`src/hdl/bsll_pkg.sv`:
```
// Shared types and codes for the bounded singly linked list.
`timescale 1ns / 1ps
`default_nettype none

package bsll_pkg;

    localparam logic [2:0] OP_ADD_BACK     = 3'd0;
    localparam logic [2:0] OP_ADD_FRONT    = 3'd1;
    localparam logic [2:0] OP_REMOVE_FRONT = 3'd2;
    localparam logic [2:0] OP_INSERT_AFTER = 3'd3;
    localparam logic [2:0] OP_DUMP         = 3'd4;

    localparam logic [1:0] ST_OK    = 2'd0;
    localparam logic [1:0] ST_EMPTY = 2'd1;
    localparam logic [1:0] ST_FULL  = 2'd2;
    localparam logic [1:0] ST_RANGE = 2'd3;

    typedef struct packed {
        logic [2:0]         op;
        logic [3:0]         position;
        logic signed [31:0] value;
    } cmd_t;

    typedef struct packed {
        logic [1:0]         status;
        logic signed [31:0] data;
        logic [4:0]         count;
        logic               last;
    } res_t;

    typedef enum logic [2:0] {
        S_IDLE,
        S_DECODE,
        S_REM_RD,
        S_WALK,
        S_INS_NODE,
        S_INS_LINK,
        S_DUMP,
        S_EMIT
    } state_t;

endpackage

`default_nettype wire

```
`src/hdl/bsll_free_slot.sv`:
```
// Lowest-numbered free slot finder over the allocation map.
`timescale 1ns / 1ps
`default_nettype none

module bsll_free_slot #(
    parameter int CAPACITY = 16
) (
    input  wire logic [CAPACITY-1:0]         in_use,
    output logic      [$clog2(CAPACITY)-1:0] slot
);

    localparam int SW = $clog2(CAPACITY);

    always_comb
    begin
        slot = '0;
        for (int i = CAPACITY - 1; i >= 0; i--)
        begin
            if (!in_use[i])
            begin
                slot = SW'(i);
            end
        end
    end

endmodule

`default_nettype wire

```
`src/hdl/bounded_singly_linked_list.sv`:
```
// Top level of the bounded singly linked list over a fixed node pool.
//
// One request enters on cmd (valid/ready) and gives one or more results on
// res (valid/ready). Every result carries the element count after the
// operation; last marks the final result of a request. A small sequencer
// drives one read port and one write port of the value and link memories.
// The sequencer steps through S_DECODE and S_EMIT for an add back or
// front, an error or an unused code; a remove front adds S_REM_RD, and an
// insert after adds S_WALK, one link per index step, then S_INS_NODE and
// S_INS_LINK. A dump shows its elements in order, one element per cycle
// while the receiver does not stall, since each step follows one link read.
// cmd_ready is high only while the sequencer is idle, which starts at the
// edge that registers the final result of the previous request, so requests
// are never overlapped; a waiting result in the output register does not
// block the next request.
// When the receiver stalls, the sequencer holds before loading a new
// result, so nothing is dropped. Reset empties the list and the output
// register; node memories are not cleared, as only allocated slots are read.
`timescale 1ns / 1ps
`default_nettype none

module bounded_singly_linked_list
    import bsll_pkg::*;
#(
    parameter int CAPACITY   = 16,
    parameter int DATA_WIDTH = 32
) (
    input  wire logic clk,
    input  wire logic rst_n,
    input  wire logic cmd_valid,
    output logic      cmd_ready,
    input  wire cmd_t cmd,
    output logic      res_valid,
    input  wire logic res_ready,
    output res_t      res
);

    localparam int SW = $clog2(CAPACITY);
    localparam int CW = $clog2(CAPACITY + 1);
    localparam int PW = (CW > 4) ? CW : 4;

    state_t state_reg, state_next;

    logic [CAPACITY-1:0] in_use_reg, in_use_next;
    logic [SW-1:0]       head_reg, head_next;
    logic [SW-1:0]       tail_reg, tail_next;
    logic [CW-1:0]       count_reg, count_next;

    logic [2:0]            op_reg;
    logic [3:0]            pos_reg;
    logic [DATA_WIDTH-1:0] val_reg;
    logic [SW-1:0]         cur_reg, cur_next;
    logic [3:0]            step_reg, step_next;
    logic [CW-1:0]         idx_reg, idx_next;
    logic [SW-1:0]         slot_reg, slot_next;
    logic [1:0]            rstat_reg, rstat_next;
    logic [31:0]           rdata_reg, rdata_next;

    logic out_valid_reg;
    res_t out_reg, out_next;
    logic out_load;
    logic out_free;

    logic [DATA_WIDTH-1:0] val_mem [CAPACITY];
    logic [SW-1:0]         link_mem [CAPACITY];
    logic [DATA_WIDTH-1:0] rd_val_reg;
    logic [SW-1:0]         rd_link_reg;
    logic                  rd_en;
    logic [SW-1:0]         rd_addr;
    logic                  val_we;
    logic [SW-1:0]         val_waddr;
    logic                  link_we;
    logic [SW-1:0]         link_waddr;
    logic [SW-1:0]         link_wdata;

    logic [SW-1:0]            free_slot;
    logic [DATA_WIDTH+31:0]   store_wide;
    logic [DATA_WIDTH-1:0]    store_val;
    logic [DATA_WIDTH+31:0]   shown_wide;
    logic [31:0]              shown_val;
    logic                     is_full;
    logic                     is_empty;
    logic                     is_range;
    logic                     dump_last;

    bsll_free_slot #(
        .CAPACITY (CAPACITY)
    ) u_free_slot (
        .in_use (in_use_reg),
        .slot   (free_slot)
    );

    assign store_wide = {{DATA_WIDTH{cmd.value[31]}}, cmd.value};
    assign store_val  = store_wide[DATA_WIDTH-1:0];
    assign shown_wide = {{32{rd_val_reg[DATA_WIDTH-1]}}, rd_val_reg};
    assign shown_val  = shown_wide[31:0];

    assign is_full   = (count_reg == CW'(CAPACITY));
    assign is_empty  = (count_reg == '0);
    assign is_range  = (PW'(pos_reg) >= PW'(count_reg));
    assign dump_last = ((idx_reg + CW'(1)) == count_reg);

    assign out_free  = !out_valid_reg || res_ready;
    assign cmd_ready = (state_reg == S_IDLE);
    assign res_valid = out_valid_reg;
    assign res       = out_reg;

    always_comb
    begin
        state_next = state_reg;
        unique case (state_reg)
            S_IDLE:
            begin
                if (cmd_valid)
                begin
                    state_next = S_DECODE;
                end
            end
            S_DECODE:
            begin
                case (op_reg)
                    OP_REMOVE_FRONT: state_next = is_empty ? S_EMIT : S_REM_RD;
                    OP_INSERT_AFTER: state_next = (is_range || is_full) ? S_EMIT : S_WALK;
                    OP_DUMP:         state_next = is_empty ? S_EMIT : S_DUMP;
                    default:         state_next = S_EMIT;
                endcase
            end
            S_REM_RD:   state_next = S_EMIT;
            S_WALK:
            begin
                if (step_reg == pos_reg)
                begin
                    state_next = S_INS_NODE;
                end
            end
            S_INS_NODE: state_next = S_INS_LINK;
            S_INS_LINK: state_next = S_EMIT;
            S_DUMP:
            begin
                if (out_free && dump_last)
                begin
                    state_next = S_IDLE;
                end
            end
            S_EMIT:
            begin
                if (out_free)
                begin
                    state_next = S_IDLE;
                end
            end
            default:    state_next = S_IDLE;
        endcase
    end

    always_comb
    begin
        in_use_next = in_use_reg;
        head_next   = head_reg;
        tail_next   = tail_reg;
        count_next  = count_reg;
        cur_next    = cur_reg;
        step_next   = step_reg;
        idx_next    = idx_reg;
        slot_next   = slot_reg;
        rstat_next  = rstat_reg;
        rdata_next  = rdata_reg;
        rd_en       = 1'b0;
        rd_addr     = head_reg;
        val_we      = 1'b0;
        val_waddr   = free_slot;
        link_we     = 1'b0;
        link_waddr  = free_slot;
        link_wdata  = free_slot;
        out_load    = 1'b0;
        out_next    = out_reg;

        unique case (state_reg)
            S_IDLE:
            begin
            end
            S_DECODE:
            begin
                rstat_next = ST_OK;
                rdata_next = '0;
                case (op_reg)
                    OP_ADD_BACK:
                    begin
                        if (is_full)
                        begin
                            rstat_next = ST_FULL;
                        end
                        else
                        begin
                            val_we      = 1'b1;
                            link_we     = !is_empty;
                            link_waddr  = tail_reg;
                            link_wdata  = free_slot;
                            head_next   = is_empty ? free_slot : head_reg;
                            tail_next   = free_slot;
                            in_use_next = in_use_reg | (CAPACITY'(1) << free_slot);
                            count_next  = count_reg + CW'(1);
                        end
                    end
                    OP_ADD_FRONT:
                    begin
                        if (is_full)
                        begin
                            rstat_next = ST_FULL;
                        end
                        else
                        begin
                            val_we      = 1'b1;
                            link_we     = 1'b1;
                            link_waddr  = free_slot;
                            link_wdata  = head_reg;
                            head_next   = free_slot;
                            tail_next   = is_empty ? free_slot : tail_reg;
                            in_use_next = in_use_reg | (CAPACITY'(1) << free_slot);
                            count_next  = count_reg + CW'(1);
                        end
                    end
                    OP_REMOVE_FRONT:
                    begin
                        if (is_empty)
                        begin
                            rstat_next = ST_EMPTY;
                        end
                        else
                        begin
                            rd_en = 1'b1;
                        end
                    end
                    OP_INSERT_AFTER:
                    begin
                        if (is_range)
                        begin
                            rstat_next = ST_RANGE;
                        end
                        else if (is_full)
                        begin
                            rstat_next = ST_FULL;
                        end
                        else
                        begin
                            rd_en     = 1'b1;
                            cur_next  = head_reg;
                            step_next = '0;
                        end
                    end
                    OP_DUMP:
                    begin
                        if (is_empty)
                        begin
                            rstat_next = ST_EMPTY;
                        end
                        else
                        begin
                            rd_en    = 1'b1;
                            idx_next = '0;
                        end
                    end
                    default:
                    begin
                    end
                endcase
            end
            S_REM_RD:
            begin
                rstat_next  = ST_OK;
                rdata_next  = shown_val;
                head_next   = rd_link_reg;
                in_use_next = in_use_reg & ~(CAPACITY'(1) << head_reg);
                count_next  = count_reg - CW'(1);
            end
            S_WALK:
            begin
                if (step_reg != pos_reg)
                begin
                    rd_en     = 1'b1;
                    rd_addr   = rd_link_reg;
                    cur_next  = rd_link_reg;
                    step_next = step_reg + 4'd1;
                end
            end
            S_INS_NODE:
            begin
                val_we      = 1'b1;
                link_we     = 1'b1;
                link_waddr  = free_slot;
                link_wdata  = rd_link_reg;
                slot_next   = free_slot;
                tail_next   = (cur_reg == tail_reg) ? free_slot : tail_reg;
                in_use_next = in_use_reg | (CAPACITY'(1) << free_slot);
                count_next  = count_reg + CW'(1);
            end
            S_INS_LINK:
            begin
                link_we    = 1'b1;
                link_waddr = cur_reg;
                link_wdata = slot_reg;
                rstat_next = ST_OK;
                rdata_next = '0;
            end
            S_DUMP:
            begin
                if (out_free)
                begin
                    out_load        = 1'b1;
                    out_next.status = ST_OK;
                    out_next.data   = shown_val;
                    out_next.count  = 5'(count_reg);
                    out_next.last   = dump_last;
                    if (!dump_last)
                    begin
                        rd_en    = 1'b1;
                        rd_addr  = rd_link_reg;
                        idx_next = idx_reg + CW'(1);
                    end
                end
            end
            S_EMIT:
            begin
                if (out_free)
                begin
                    out_load        = 1'b1;
                    out_next.status = rstat_reg;
                    out_next.data   = rdata_reg;
                    out_next.count  = 5'(count_reg);
                    out_next.last   = 1'b1;
                end
            end
            default:
            begin
            end
        endcase
    end

    always_ff @(posedge clk or negedge rst_n)
    begin
        if (!rst_n)
        begin
            state_reg     <= S_IDLE;
            in_use_reg    <= '0;
            head_reg      <= '0;
            tail_reg      <= '0;
            count_reg     <= '0;
            out_valid_reg <= 1'b0;
        end
        else
        begin
            state_reg  <= state_next;
            in_use_reg <= in_use_next;
            head_reg   <= head_next;
            tail_reg   <= tail_next;
            count_reg  <= count_next;
            if (out_load)
            begin
                out_valid_reg <= 1'b1;
            end
            else if (res_ready)
            begin
                out_valid_reg <= 1'b0;
            end
        end
    end

    always_ff @(posedge clk)
    begin
        if (cmd_valid && cmd_ready)
        begin
            op_reg  <= cmd.op;
            pos_reg <= cmd.position;
            val_reg <= store_val;
        end
        cur_reg   <= cur_next;
        step_reg  <= step_next;
        idx_reg   <= idx_next;
        slot_reg  <= slot_next;
        rstat_reg <= rstat_next;
        rdata_reg <= rdata_next;
        if (out_load)
        begin
            out_reg <= out_next;
        end
    end

    always_ff @(posedge clk)
    begin
        if (rd_en)
        begin
            rd_val_reg  <= val_mem[rd_addr];
            rd_link_reg <= link_mem[rd_addr];
        end
        if (val_we)
        begin
            val_mem[val_waddr] <= val_reg;
        end
        if (link_we)
        begin
            link_mem[link_waddr] <= link_wdata;
        end
    end

    a_count_bound: assert property (@(posedge clk) disable iff (!rst_n)
        count_reg <= CW'(CAPACITY))
        else $error("element count exceeds capacity");

    a_map_matches_count: assert property (@(posedge clk) disable iff (!rst_n)
        $countones(in_use_reg) == count_reg)
        else $error("allocation map disagrees with element count");

    a_busy_after_accept: assert property (@(posedge clk) disable iff (!rst_n)
        cmd_valid && cmd_ready |=> !cmd_ready)
        else $error("request accepted while a previous one is in progress");

    a_partial_is_ok: assert property (@(posedge clk) disable iff (!rst_n)
        res_valid && !res.last |-> res.status == ST_OK)
        else $error("non-final result carries an error status");

endmodule

`default_nettype wire

```
`config.mk`:
```
export PLATFORM = sky130hd
export DESIGN_NAME = bounded_singly_linked_list
export DESIGN_NICKNAME = d
export VERILOG_FILES = /design/src/hdl/bsll_pkg.sv /design/src/hdl/bsll_free_slot.sv /design/src/hdl/bounded_singly_linked_list.sv
export SDC_FILE = /design/constraint.sdc
export NUM_CORES = 1
export LEC_CHECK = 0
export ABC_AREA = 0
export BUFFER_PORTS_ARGS = -buffer_cell sky130_fd_sc_hd__buf_2
export CELL_PAD_IN_SITES_DETAIL_PLACEMENT = 1
export CELL_PAD_IN_SITES_GLOBAL_PLACEMENT = 1
export CORE_MARGIN = 5
export CORE_UTILIZATION = 51
export DETAILED_ROUTE_END_ITERATION = 16
export PLACE_DENSITY_LB_ADDON = 0.1
export SLEW_MARGIN = 0
export SYNTH_ARGS = -nofsm -noshare
export SYNTH_HDL_FRONTEND = slang
export SYNTH_HIERARCHICAL = 1
export SYNTH_SLANG_ARGS = --single-unit
```
`constraint.sdc`:
```
create_clock -name clk -period 14.55 [get_ports clk]
set_clock_uncertainty 0.2 [all_clocks]
set_input_delay 4.365 -clock clk [delete_from_list [all_inputs] [get_ports clk]]
set_output_delay 4.365 -clock clk [all_outputs]
set_load 0.005 [all_outputs]
```
Word level (Yosys, flattened, before mapping)
Memory sizes are Yosys's and may differ from the RTL's. A register that Yosys moved wholly into a read port is not among the register bits.
Index checks and enable logic that the tools add are counted.

cells by class
  add/sub/neg operators = 4
  $lt $le $gt $ge = 1
  eq/ne operators = 35
  shift-type cells = 2
  mux-type cells = 94
  bitwise logic cells = 3
  reduce and logical (&&, ||, !) cells = 31

operators with widths
  cell                  count
  $mux 4                35
  $mux 40               2
  $pmux 40 s2           1
  $pmux 32 s2           1
  $pmux 4 s2            8
  $pmux 16 s3           1
  $mux 16               2
  $shl 1x4->16 const A  2
  $mux 5                6
  $ne 2x2->1 const B    13
  $pmux 3 s7            1
  $mux 1                18
  $mux 3                6
  $and 16x16->16        1
  $not 16->16           1
  $or 16x16->16         1
  $reduce_bool 2->1     8
  $eq 3x3->1 const B    5
  $pmux 5 s3            1
  $reduce_and 5->1      3
  $eq 3x2->1 const B    4
  $ne 3x3->1 const B    4
  $pmux 4 s3            1
  $reduce_or 2->1       6
  27 further kinds      39

storage, ports and cells
  register bits = 163
  RAM bits = 576
  input bits = 43
  output and inout port bits = 42
  logic and storage cells = 191
  memories kept = 2

memories
  memory    depth  width  read ports  clocked after Yosys merged registers in  wr ports  RTL line                          source
  val_mem   16     32     1           1                                        1         bounded_singly_linked_list.sv:64  logic [DATA_WIDTH-1:0] val_mem [CAPACITY];
  link_mem  16     4      1           1                                        1         bounded_singly_linked_list.sv:65  logic [SW-1:0] link_mem [CAPACITY];

Depth between registers and ports, before layout
Gate-level depths: netlist of run 1.

  depth after elaboration = 21
  mapped depth = 13
  mapped depth without buffers = 10

By module
Netlist of run 1, hierarchy kept.

by module, submodules not included
  module                      times used  cells an instance  area an instance (um2)  seq. area each (um2)
  bounded_singly_linked_list  1           1,847              30,820.8                23,107.2
  bsll_free_slot              1           32                 161.4                   0.0

Worst setup path before layout of run 1
OpenSTA, ideal clock, no wires.

  path type = input-to-reg
  start = input port res_ready
  end = register rd_val_reg[12] (read register of val_mem), data pin
  setup time = 272 ps
  data arrival time = 6,575 ps
  data required time = 14,078 ps
  path slack = 7,503 ps
  stages on the path = 9
  buffers on the path = 1
  cells stage by stage = nand2b_1 -> a31oi_1 -> o22a_1 -> o2bb2ai_2 -> nor2_2 -> clkbuf_1 -> mux2_2 -> a221o_1 -> or4_1

on the way
  cells in the longest elaborated chain, start to end = 3
  elaborated cells on any way between the ends = 5
  classes of those cells = mux (4); reduce/logical (1)

ends and longest elaborated chain
  item                                             RTL line                           source
  from (decl)                                      bounded_singly_linked_list.sv:34   input wire logic res_ready,
  $logic_or 1x1->1 *                               bounded_singly_linked_list.sv:103  assign out_free = !out_valid_reg || res_ready;
  $mux 1 / $mux 4 (equally long branches)          bounded_singly_linked_list.sv:307  if (out_free)
  $pmux 1 s3 / $pmux 4 s2 (equally long branches)  bounded_singly_linked_list.sv:178  unique case (state_reg)
  to (decl)                                        bounded_singly_linked_list.sv:66   logic [DATA_WIDTH-1:0] rd_val_reg;

Mark *: on every way between the ends. The rest lies on a longest branch, timed or not.
A chain may end at the register's enable or synchronous reset.

Final worst setup path of run 1
  start = input port res_ready
  end = register rd_val_reg[29] (read register of val_mem), data pin

The elaborated chain is that of the path after synthesis.

==> results.json, run 1 <==
{
  "worstSetupEndpointType": "flip-flop",
  "grt_pass1_vias": 18600,
  "largest_reg_flops": 512,
  "crit_slowest_cell": "buf_4",
  "cts_setup_buffers": 0,
  "path_common_cell": "buf_4",
  "postSynthAreaPerCell_um2": 16.5,
  "synth_cells": 1879,
  "synth_edf_count": 742,
  "cts_max_path_buffers": 3,
  "r2r-start": "state_reg[0]$_DFFE_PN0P_",
  "path_cells": "buf_2 -> nand2b_1 -> a31oi_1 -> o22a_1 -> o2bb2ai_2 -> buf_4 -> nor2_4 -> buf_12 -> buf_4 -> mux2_2 -> a221o_1 -> or4_1",
  "required_ns": 14.70,
  "ys_types": 72,
  "grt_usage_pct": 24.5,
  "power.switching_mw": 2.71,
  "routed_wl_mm": 82.5,
  "fmax_ghz": 0.122,
  "rsz0062_at_grt": "false",
  "peakVddDrop_mv": 0.241,
  "hpwl_mm": 47.2,
  "cts_tree": "built",
  "arrival_ns": 8.35,
  "clockPowerShare_pct": 25.4,
  "ant_nets": 0,
  "fin_util_pct": 58.0,
  "drive_gt1_share_pct": 18.3,
  "drv_cap": 0,
  "finalHoldViolCount": 0,
  "netlist_area_mm2": 0.0310,
  "htree_levels": 3,
  "ys_ff_latch": 775,
  "largest_register": "val_mem",
  "busiest_layer": "met2",
  "synthArstFlopShare_pct": 4.26,
  "worstSetupPathType": "in -> reg",
  "finalSetupTns_ns": 0,
  "gr-total-overflow": 0,
  "start_util_pct": 51.4,
  "worstHoldStart": "in_use_reg[9]$_DFFE_PN0P_",
  "r2r-end": "rd_val_reg[29]$_DFFE_PP_",
  "yosys_warnings": 6,
  "finalNetCount": 2042,
  "powerDensity_mw_per_mm2": 223,
  "cp_max_fo": 142,
  "p_sw_share_pct": 34.9,
  "cp-start-kind": "primary input",
  "fp-row-count": 90,
  "cellInternalPower_mw": 5.07,
  "fp.coreArea_mm2": 0.0602,
  "maxSlewViolCount": 0,
  "r2r_slack_ns": 8.99,
  "dieHeight_um": 256,
  "worstHoldEndpoint": "in_use_reg[9]$_DFFE_PN0P_",
  "status": "finished clean",
  "drtIter0Drc": 1570,
  "path_buf_inv": 4,
  "port_buffers": 84,
  "slew_headroom_pct": 21.1,
  "numCtsBuffers": 81,
  "finalCritPeriodShare_pct": 56.3,
  "p_leak_nw": 12.4,
  "power_frac_seq_pct": 41.4,
  "cp_slowest_stage_delay_ns": 0.78,
  "path_clk_slew_ns": 0.06,
  "fp.dieArea_mm2": 0.0658,
  "r2r.worst_path.cells": 11,
  "hold_path_class": "reg -> reg",
  "met2_usage_pct": 40.7,
  "synth-seq-area-share_pct": 74.6,
  "vias": 17700,
  "ctsResizeCount": 0,
  "clk_latency_ns": 0.61,
  "antenna-diode-count": 0,
  "synth_ff_type": "edfxtp_1",
  "grtUsageMet3_pct": 3.67,
  "drt_pre_antenna_iters": 5,
  "period_needed_ns": 8.20,
  "drc": 0,
  "routabilityCongestion": 0.840,
  "syn-num-nets": 1932,
  "grt_pass1_wl_mm": 121,
  "grt_max_degree": 143,
  "vias_per_cell": 6.24,
  "grtUsageMet1_pct": 34.4,
  "crit_cells": 12,
  "tightestPinTransition_ns": 1.18,
  "hold_path_depth": 1,
  "ios": 85,
  "holdBufCountCts": 0,
  "die_w_um": 256,
  "area_delta_synth_final_pct": 12.7,
  "cts.sinks": 775,
  "cts_root_buffer": "clkbuf_16",
  "setup_viol_count_final": 0,
  "combPwrFrac_pct": 33.2,
  "antenna_found_initial": 1,
  "crit_family": "buffers and inverters",
  "wire_per_inst_um": 29.1
}
-- worst max-delay path by stage --
stage          startpoint                       end
6_report        res_ready  rd_val_reg[29]$_DFFE_PP_
5_1_grt         res_ready  rd_link_reg[2]$_DFFE_PP_
4_1_cts         res_ready  rd_link_reg[2]$_DFFE_PP_
3_5_place_dp    res_ready  rd_link_reg[2]$_DFFE_PP_
3_3_place_gp    res_ready  rd_link_reg[2]$_DFFE_PP_
2_1_floorplan   res_ready  rd_val_reg[12]$_DFFE_PP_
-- logic make-up after synthesis --
family                   after synthesis  synth area share (%)
adder cells (fa/ha/maj)               10                 0.428
XOR/XNOR                              24                 0.678
buffers and inverters                117                  1.72
AO/OA/AOI/OAI                        342                  7.88
AND/OR/NAND/NOR                      336                  5.31
flip-flops                           775                  74.6
multiplexers                         275                  9.40
-- power groups by stage --
stage	sequential, mW	combinational [mW]	clock [mW]
floorplan	3.14	1.77	0
CTS	3.22	2.60	2.02
detailed placement	3.26	2.58	0
global route	3.25	2.76	2.12
global placement	3.24	2.48	0
finish	3.22	2.58	1.98
-- cell type report --
cell class                 instances  area (um^2)
clock buffer                      98         2130
timing repair buffer             127          756
inverter                          17         63.8
multi-input combinational        987         7510
tap                              782          978
clock inverter                    45          377
sequential                       775        23100
fill                            5403        25300
-- synthesized netlist by cell type (all sizes together) (25+ instances only) --
master | instances | area [um^2]
a211oi | 37 | 278
a21oi | 43 | 215
a221o | 28 | 280
and2 | 34 | 213
buf | 53 | 294
clkbuf | 47 | 176
dfrtp | 33 | 826
edfxtp | 742 | 22300
mux2 | 92 | 1040
mux2i | 183 | 1870
nand2 | 105 | 397
nand3 | 38 | 200
nor2 | 82 | 315
o21ai | 42 | 210
o22ai | 73 | 457
or4 | 25 | 191
-- cells in the final DEF, fill, tap and decap left out, types with 42 or more instances in the layout --
cell	instances
edfxtp_1	742
mux2i_1	179
nand2_1	103
mux2_2	90
buf_2	84
clkbuf_16	83
o22ai_1	73
nor2_1	66
a21oi_1	43
buf_4	42
-- worst reg2reg max path, delay by kind of cell (launching register included) --
kind            cells  cell delay [ns]
mux                 1             0.43
xor+xnor            1             0.44
buf+inv             3             1.87
flops               1             0.93
simple gates        2             0.55
compound gates      4             0.89
-- metal layers --
metal,part of all wire (%),vias up,wire (um)
met1,43,9298,35600
met4,2.3,0,1900
met3,5.8,127,4760
met2,49,574,40200
met5,0,-,0
li1,-,7664,-
-- per-stage QoR --
step	total power, mW	cell area (um^2)	hold slack (ns)	setup slack, ns	instances
floorplan	4.90	31000	0.286	7.50	1879
global placement	5.72	32400	0.306	5.81	2688
detailed placement	5.84	32400	0.323	5.72	2688
CTS	7.83	34900	0.336	6.38	2831
global route	8.12	34900	0.345	6.24	2831
finish	7.78	34900	0.343	6.35	2831
No activity file was read; power rests on OpenSTA's default activity.
==> run 2, diff against run 1 <==
==> constraint.sdc (replaced) <==
create_clock -name clk -period 8.2 [get_ports clk]
set_clock_uncertainty 0.2 [all_clocks]
set_input_delay 2.46 -clock clk [delete_from_list [all_inputs] [get_ports clk]]
set_output_delay 2.46 -clock clk [all_outputs]
set_load 0.005 [all_outputs]
==> results.json, run 2 (same netlist as run 1, synthesis figures left out) <==
{
  "power.total_mw": 13.8,
  "drc": 0,
  "whs_ns": 0.323,
  "post-place-ws_ns": 1.89,
  "path_cells": "buf_2 -> nand2b_1 -> a31oi_1 -> o22a_1 -> o2bb2ai_2 -> buf_4 -> nor2_4 -> buf_12 -> mux2_2 -> a221o_1 -> or4_1",
  "routed_wl_mm": 82.6,
  "port_buffers": 84,
  "vias": 17600,
  "tightestPinTransition_ns": 1.23,
  "largest_reg_flops": 512,
  "dieHeight_um": 256,
  "fin_util_pct": 58.0,
  "drtIter0Drc": 1504,
  "cts_max_path_buffers": 3,
  "finalSetupTns_ns": 0,
  "cp-start-kind": "primary input",
  "area_delta_synth_final_pct": 12.8,
  "status": "finished clean",
  "fp-row-count": 90,
  "cts.sinks": 775,
  "peakVddDrop_mv": 0.273,
  "fillerInstances": 5409,
  "finalNetCount": 2045,
  "finalHoldViolCount": 0,
  "fp.coreArea_mm2": 0.0602,
  "routabilityCongestion": 0.857,
  "die_w_um": 256,
  "final_common_cell": "edfxtp_1",
  "antenna-diode-count": 0,
  "start_util_pct": 51.4,
  "largest_register": "val_mem",
  "cp_max_fo": 55,
  "grt_pass1_vias": 18900,
  "drive_gt1_share_pct": 18.3,
  "path_clk_slew_ns": 0.06,
  "ios": 85,
  "wire_per_inst_um": 29.2,
  "rsz0062_at_grt": "false",
  "grt_pass1_wl_mm": 122,
  "drt_pre_antenna_iters": 7,
  "holdBufCountCts": 0,
  "finalCritPeriodShare_pct": 70.0,
  "vias_per_cell": 6.23,
  "arrival_ns": 5.89,
  "ant_nets": 0,
  "cts_tree": "built",
  "fmax_ghz": 0.174,
  "numCtsBuffers": 81,
  "hpwl_mm": 48.8,
  "worstSetupEndpointType": "flip-flop",
  "ctsResizeCount": 0,
  "layout_common_cells": "edfxtp_1 (742), mux2i_1 (179), nand2_1 (103)",
  "crit_slowest_cell": "nor2_4",
  "powerDensity_mw_per_mm2": 394,
  "htree_levels": 3,
  "hold_path_class": "reg -> reg",
  "clk_latency_ns": 0.62,
  "maxSlewViolCount": 0,
  "gr-total-overflow": 0,
  "p_leak_nw": 12.4,
  "antenna_found_initial": 1,
  "worstSetupPathType": "in -> reg",
  "cp_slowest_stage_delay_ns": 0.69,
  "slew_headroom_pct": 18.0,
  "cts_setup_buffers": 0,
  "grt_max_degree": 66,
  "drv_cap": 0,
  "fp.dieArea_mm2": 0.0658,
  "required_ns": 8.36,
  "postLayoutSetupSlackWorst_ns": 2.46,
  "setup_viol_count_final": 0,
  "period_needed_ns": 5.74,
  "grt_usage_pct": 24.7,
  "cts_root_buffer": "clkbuf_16"
}
-- run 2: cell count changes in the layout (fill, tap and decap cells not counted), sizes merged --
cell      before  now
bufinv         6    4
clkinvlp       1    0
inv           17   18
clkinv        38   37
clkbuf        98  101
buf          127  130
-- run 2: critical path: cells and delay by family --
| kind | cells | cell delay (ns) |
|---|---|---|
| compound gates | 4 | 0.89 |
| mux | 1 | 0.39 |
| buf+inv | 3 | 0.73 |
| simple gates | 3 | 1.29 |
-- run 2: final timing paths --
| kind | from | endpoint | slack, ns | cells past startpoint |
|---|---|---|---|---|
| hold reg to reg | in_use_reg[9]$_DFFE_PN0P_ | in_use_reg[9]$_DFFE_PN0P_ | 0.32 | 1 |
| setup / recovery | res_ready | rd_val_reg[29]$_DFFE_PP_ | 2.46 | 11 |
| min in group asynchronous | rst_n | tail_reg[1]$_DFFE_PN0P_ | 1.74 | 1 |
| max in group asynchronous | rst_n | in_use_reg[12]$_DFFE_PN0P_ | 5.55 | 1 |
| hold / removal | in_use_reg[9]$_DFFE_PN0P_ | in_use_reg[9]$_DFFE_PN0P_ | 0.32 | 1 |
| setup reg to reg | state_reg[2]$_DFFE_PN0P_ | rd_val_reg[5]$_DFFE_PP_ | 3.14 | 8 |
-- run 2: routing by layer --
metal | global-route usage, % | wire [um] | up-vias
met2 | 41.3 | 40500 | 572
met3 | 3.52 | 4760 | 128
met4 | 6.59 | 1790 | 0
li1 | - | - | 7661
met5 | 0 | 0 | -
met1 | 34.7 | 35500 | 9282
-- run 2: power breakdown --
part / total, mW / switching [mW] / internal (mW)
combinational: 4.58 / 2.89 / 1.69
clock: 3.47 / 1.49 / 1.99
sequential: 5.71 / 0.422 / 5.29
total: 13.8 / 4.80 / 8.96
-- run 2: final cells by class --
class                           instances  area, um^2  area share (%)
Sequential cell                       775       23100            66.1
Multi-Input combinational cell        987        7510            21.5
Clock buffer                          101        2170            6.20
Tap cell                              782         978            2.80
Timing Repair Buffer                  130         816            2.34
Clock inverter                         42         298           0.852
Inverter                               17        63.8           0.183
-- run 2: per-stage QoR --
stage | instances | instance area [um^2]
global route | 2834 | 34900
global placement | 2691 | 32500
CTS | 2834 | 34900
finish | 2834 | 34900
detailed placement | 2691 | 32500
floorplan | 1879 | 31000
